`config.mk`:
```
export PLATFORM = sky130hd
export DESIGN_NAME = jrdn_divider
export DESIGN_NICKNAME = d
export VERILOG_FILES = /design/src/hdl/joystick_radial_deadzone_normalizer_top_defines.svh /design/src/hdl/jrdn_pkg.sv /design/src/hdl/jrdn_divider.sv
export SDC_FILE = /design/constraint.sdc
export NUM_CORES = 2
export LEC_CHECK = 0
export ABC_AREA = 1
export ABC_CLOCK_PERIOD_IN_PS = 2920
export BUFFER_PORTS_ARGS = -buffer_cell sky130_fd_sc_hd__buf_4
export CAP_MARGIN = 25
export CORE_AREA = 3 3 385 387
export CTS_CLUSTER_SIZE = 14
export DETAILED_ROUTE_END_ITERATION = 8
export DIE_AREA = 0 0 388 390
export GPL_TIMING_DRIVEN = 0
export PLACE_DENSITY = 0.62
export SETUP_SLACK_MARGIN = 0.3
export SYNTH_ARGS = -nofsm -noshare
export SYNTH_HDL_FRONTEND = slang
export SYNTH_SLANG_ARGS = --single-unit
export TNS_END_PERCENT = 10
```
`constraint.sdc`:
```
create_clock -name i_clk -period 2.92 [get_ports i_clk]
set_clock_uncertainty 0.1 [all_clocks]
set_input_delay 0.292 -clock i_clk [delete_from_list [all_inputs] [get_ports i_clk]]
set_output_delay 0.292 -clock i_clk [all_outputs]
set_load 0.01 [all_outputs]
```
`src/hdl/joystick_radial_deadzone_normalizer_top_defines.svh`:
```
// Assertion macros for the deadzone normalizer.
`ifndef JOYSTICK_RADIAL_DEADZONE_NORMALIZER_TOP_DEFINES_SVH
`define JOYSTICK_RADIAL_DEADZONE_NORMALIZER_TOP_DEFINES_SVH

// a implies b on the same edge
`define JRDN_ASSERT_IMP(label, clk, rst_n, a, b) \
    label: assert property (@(posedge clk) disable iff (!rst_n) (a) |-> (b)) \
        else $error("assertion failed");

// a implies b on the next edge
`define JRDN_ASSERT_NEXT(label, clk, rst_n, a, b) \
    label: assert property (@(posedge clk) disable iff (!rst_n) (a) |=> (b)) \
        else $error("assertion failed");

`endif

```
`src/hdl/jrdn_pkg.sv`:
```
`timescale 1ns / 1ps
package jrdn_pkg;
    typedef struct packed {
        logic signed [15:0] stick_x;
        logic signed [15:0] stick_y;
        logic               use_left;
    } t_in_item;

    typedef struct packed {
        logic signed [15:0] dir_x;
        logic signed [15:0] dir_y;
        logic               in_deadzone;
    } t_out_item;

    localparam logic [0:0] REG_LEFT_RADIUS  = 1'b0;
    localparam logic [0:0] REG_RIGHT_RADIUS = 1'b1;
    localparam logic [14:0] LEFT_RESET  = 15'd7849;
    localparam logic [14:0] RIGHT_RESET = 15'd8689;
    localparam logic [15:0] OUT_MAX = 16'd32767;
endpackage

```
`src/hdl/jrdn_divider.sv`:
```
`timescale 1ns / 1ps
// Pipelined restoring divider: one quotient bit per stage.
// Quotient saturates to OUT_MAX, sign applied at the output.
module jrdn_divider #(
    parameter int FRAC_BITS = 15
) (
    input  logic        i_clk,
    input  logic        i_rst_n,
    input  logic        i_valid,
    input  logic [15:0] i_mag,     // |v|, up to 32768
    input  logic        i_neg,
    input  logic [15:0] i_div,     // m >= 1 when used
    output logic        o_valid,
    output logic [15:0] o_q
);
    import jrdn_pkg::*;

    localparam int QW = 16 + FRAC_BITS + 1;  // dividend bits
    localparam int NS = QW;                  // one stage per bit
    localparam int RW = 17;                  // remainder width

    logic [NS:0]            r_v;
    logic [QW-1:0]          r_num [NS+1];
    logic [RW-1:0]          r_rem [NS+1];
    logic [15:0]            r_dv  [NS+1];
    logic [NS:0]            r_ng;

    always_comb begin
        r_num[0] = {{(QW-16){1'b0}}, i_mag} << FRAC_BITS;
        r_rem[0] = '0;
        r_dv[0]  = i_div;
        r_v[0]   = i_valid;
        r_ng[0]  = i_neg;
    end

    for (genvar k = 0; k < NS; k++) begin : g_st
        logic [RW:0] n_try;
        logic [RW-1:0] n_sh;
        always_comb begin
            n_sh  = {r_rem[k][RW-2:0], r_num[k][QW-1]};
            n_try = {1'b0, n_sh} - {2'b0, r_dv[k]};
        end
        always_ff @(posedge i_clk) begin
            if (!i_rst_n) begin
                r_v[k+1] <= 1'b0;
            end else begin
                r_v[k+1] <= r_v[k];
            end
            r_dv[k+1] <= r_dv[k];
            r_ng[k+1] <= r_ng[k];
            if (!n_try[RW]) begin
                r_rem[k+1] <= n_try[RW-1:0];
                r_num[k+1] <= {r_num[k][QW-2:0], 1'b1};
            end else begin
                r_rem[k+1] <= n_sh;
                r_num[k+1] <= {r_num[k][QW-2:0], 1'b0};
            end
        end
    end

    logic [15:0] n_sat;
    always_comb begin
        n_sat = (r_num[NS] > {{(QW-16){1'b0}}, OUT_MAX}) ? OUT_MAX : r_num[NS][15:0];
        o_q   = r_ng[NS] ? (16'd0 - n_sat) : n_sat;
        o_valid = r_v[NS];
    end
endmodule
```
==> impl_results.md <==
* Status: complete, but fails checks
* Failing checks: negative setup slack
* Main combinational cell family by area after synthesis: simple AND/OR/NAND/NOR gates
* Setup slack after layout at -0.238 ns
* Simple-gate share of the synthesized area at 16.2%
* Largest net degree at the start of global routing at 17
* ANT cells at 0
* Max-slew violations at 0
* CTS H-tree lvls at 4
* Utilization after layout at 51.8%
* Placed cell count at 9359
* Multiplexer area fraction after synthesis at 0%
* Worst-path cell chain: nor2_1 -> nand2_1 -> nor2_4 -> buf_12 -> nand3_4 -> nor2_4 -> ha_4 -> nand3_4 -> nand2_4 -> buf_6 -> xor2_1 -> inv_1 -> buf_6
* Final HPWL from detailed placement at 111 mm
* Root buffer cell: clkbuf_16
* Residual DRC at 0
* Ys flop type: dfxtp_1
* Via density at 4.88
* Fmax at 317 MHz
* Top Ports at 53
* Final min period at 3.16 ns
* Post-route cell area at 75300 sq um
* Port buffer count at 52
* WP data arrival at 2.77 ns
* Setup crit start kind: flop
* Crit end category: output port
* Nets at 8238
* Leakage at 35.5 nW
* Fin cells at 9751
* Sequential fraction of the synthesis area at 52.7%
* Synth area leader: dfxtp_1
* CTS clock-pin slew for the worst setup and hold paths at 0.06 ns
* #FFs+latches synth at 1720
* Compound-gate portion of the synthesized area at 11.2%
* Final hold violation count at 0
* Syn_area_per_cell at 8.84 sq um
* Slew HR at 56.5%
* Worst EP required at 2.53 ns
* Fill count at 13432
* Mapped Cells at 7384
* Fin crit share at 108%
* Synth unique cells at 37
* All-Layer GR Usage at 19.0%
* Grt total ovfl at 0
* Adder-cell area share of the yosys netlist at 10.2%
* Top cell type's share of synthesized area at 52.7%
* Clock Latency Late Sink at 0.79 ns
* Die span in x at 388 microns
* CP Class: flop to output port
* DRT iter0 DRCs at 2486
* Synth Area in XOR/XNOR at 3.78%
* Unrepaired setup endpoints after global routing: yes
* CTS buffer count at 176
* Vias in the first global route at 46870
* Core area at 145000 sq um
* Final WL at 145 mm
* Post-synth EDFFs at 0
* CTS tree: yes
* Gpl congestion at 0.883
* Share of synthesized registers carrying an async set or reset at 0%
* Worst Hold Class: input pin to flop
* Die area at 151000 sq um
* Yosys warns at 0
* Most numerous cell in the Yosys netlist: dfxtp_1
* # rows at 140
* Critical Path Max Stage Delay at 0.29 ns
* Peak supply drop at 0.711 mV
* Starting Density at 45.0%
* # setup viols final at 13
* Post-DRT Antenna Nets at 0
* Main area contributors after synthesis: dfxtp_1, ha_1, a21oi_1, nand2_1, inv_1
* DR WL/cell at 14.9 microns
* Vias at 47540
* Worst-Margin Slew at 0.646 ns
* Initial DRT Pass Iterations at 5
* Die Height at 390 microns
* Power density cells at 1210 nW/um^2
* Max Cap Viol at 0
* First-pass GRT wire length at 236 mm
* Post-place instance area at 68100 sq um
* Share of cells above drive strength 1 at 6.75%
* Syn Std Cell Area at 65300 sq um
* Maximum fanout along the worst path at 5
* Initial antenna violation count at 2
* Post-synth top cells: dfxtp_1, nand2_1, inv_1
* Setup TNS at -2.34 ns
* Critical path's slowest cell: dfxtp_1
* Area grow syn2layout at 15.3%
* Clock Sinks at 1720
* Max Buffers Root-to-Sink at 3
==> flip-flops by register name, summed over array words and instances, names as in the netlist <==
register / flops
o_valid: 1
r_num: 648
r_ng: 32
r_v: 31
g_st.n_sh: 512
r_dv: 496
==> layout by cell type, fill, tap and decap left out, types with 8 or more instances in the layout <==
| master | instances |
|---|---|
| xnor2_1 | 176 |
| or2_2 | 14 |
| a31oi_1 | 34 |
| clkbuf_8 | 39 |
| and2_1 | 16 |
| nor2_2 | 11 |
| o31ai_1 | 30 |
| inv_1 | 917 |
| o21bai_1 | 29 |
| clkbuf_16 | 176 |
| buf_6 | 8 |
| nand2_2 | 12 |
| clkinv_2 | 27 |
| dlygate4sd3_1 | 57 |
| o211ai_1 | 14 |
| nand3b_1 | 89 |
| a21o_1 | 30 |
| nor3_1 | 42 |
| bufinv_16 | 14 |
| clkbuf_1 | 35 |
| o21ai_1 | 33 |
| a21boi_0 | 30 |
| o21a_1 | 30 |
| dfxtp_1 | 1719 |
| nand3b_2 | 11 |
| nor2_4 | 15 |
| clkinvlp_4 | 14 |
| nand2_1 | 1060 |
| ha_1 | 482 |
| clkbuf_2 | 11 |
| nand4_1 | 66 |
| buf_4 | 51 |
| a21oi_1 | 853 |
| o21ai_0 | 272 |
| nand3_1 | 305 |
| buf_2 | 57 |
| fa_1 | 30 |
| xor2_1 | 106 |
| nor2_1 | 839 |
==> stage by stage <==
| step | worst slack [ns] | hold slack, ns | total power, mW |
|---|---|---|---|
| floorplan | 0.749 | 0.210 | 58.8 |
| global placement | -0.140 | 0.209 | 67.7 |
| detailed placement | -0.158 | 0.212 | 67.9 |
| CTS | -0.334 | 0.000396 | 91.3 |
| global route | -0.422 | 0.0337 | 97.9 |
| finish | -0.238 | 0.0670 | 90.8 |
==> power by group <==
part / leakage (nW) / total, mW / internal, mW / switching [mW]
Sequential: 14.5 / 33.8 / 30.5 / 3.37
Clock: 2.95 / 22.7 / 13.5 / 9.21
Combinational: 18.1 / 34.3 / 13.1 / 21.3
Total: 35.5 / 90.8 / 57.0 / 33.8
==> routing by layer <==
metal	part of all wire (%)	wire length, microns	track usage (%)
met5	0	0	0
met4	2.9	4190	6.38
met3	3.8	5550	2.72
met2	46	66600	31.8
met1	47	68900	25.1
==> cell families after synthesis <==
family          Yosys count
simple gates           2497
flops                  1720
compound gates         1368
buf+inv                1003
fa+ha+maj               513
xor+xnor                282
other cells               1
==> critical path: cells and delay by family (launching register included) <==
family	cells	cell delay, ns
DFF	1	0.29
adders and majority gates	1	0.19
and+or+nand+nor	7	0.86
xor gates and xnor gates	1	0.17
buffers and inverters	4	0.44
==> path summary, 6_finish.rpt <==
path                               startpoint                   endpoint  slack (ns)  depth (start not counted)
hold / removal                       i_div[3]          r_dv[499]$_DFF_P_        0.07                          2
hold reg to reg            r_num[761]$_DFF_P_         r_num[730]$_DFF_P_        0.20                          0
setup / recovery            r_num[19]$_DFF_P_                     o_q[4]       -0.24                         13
setup reg to reg  g_st[24].n_sh[1]$_SDFF_PP0_  g_st[25].n_sh[11]$_DFF_P_        0.38                         10
==> area by class of cell <==
| cell class | instances | area [sq um] | area share, % |
|---|---|---|---|
| Clock buffer | 244 | 5050 | 6.71 |
| Timing Repair Buffer | 120 | 1130 | 1.50 |
| Multi-Input combinational cell | 4668 | 27300 | 36.3 |
| Buffer | 83 | 432 | 0.574 |
| Sequential cell | 1720 | 34400 | 45.8 |
| Tap cell | 1917 | 2400 | 3.19 |
| Inverter | 920 | 3460 | 4.59 |
| Clock inverter | 79 | 1030 | 1.37 |
==> repair_timing <==
item	4_1_cts	5_1_grt
gates cloned	2	0
pin swaps	20	15
hold endpoints to repair	75	0
buffers inserted	10	0
setup endpoints to repair	40	156
hold buffers	57	0
resized for setup	47	96
Note: power is estimated with default switching activity, not from simulation.
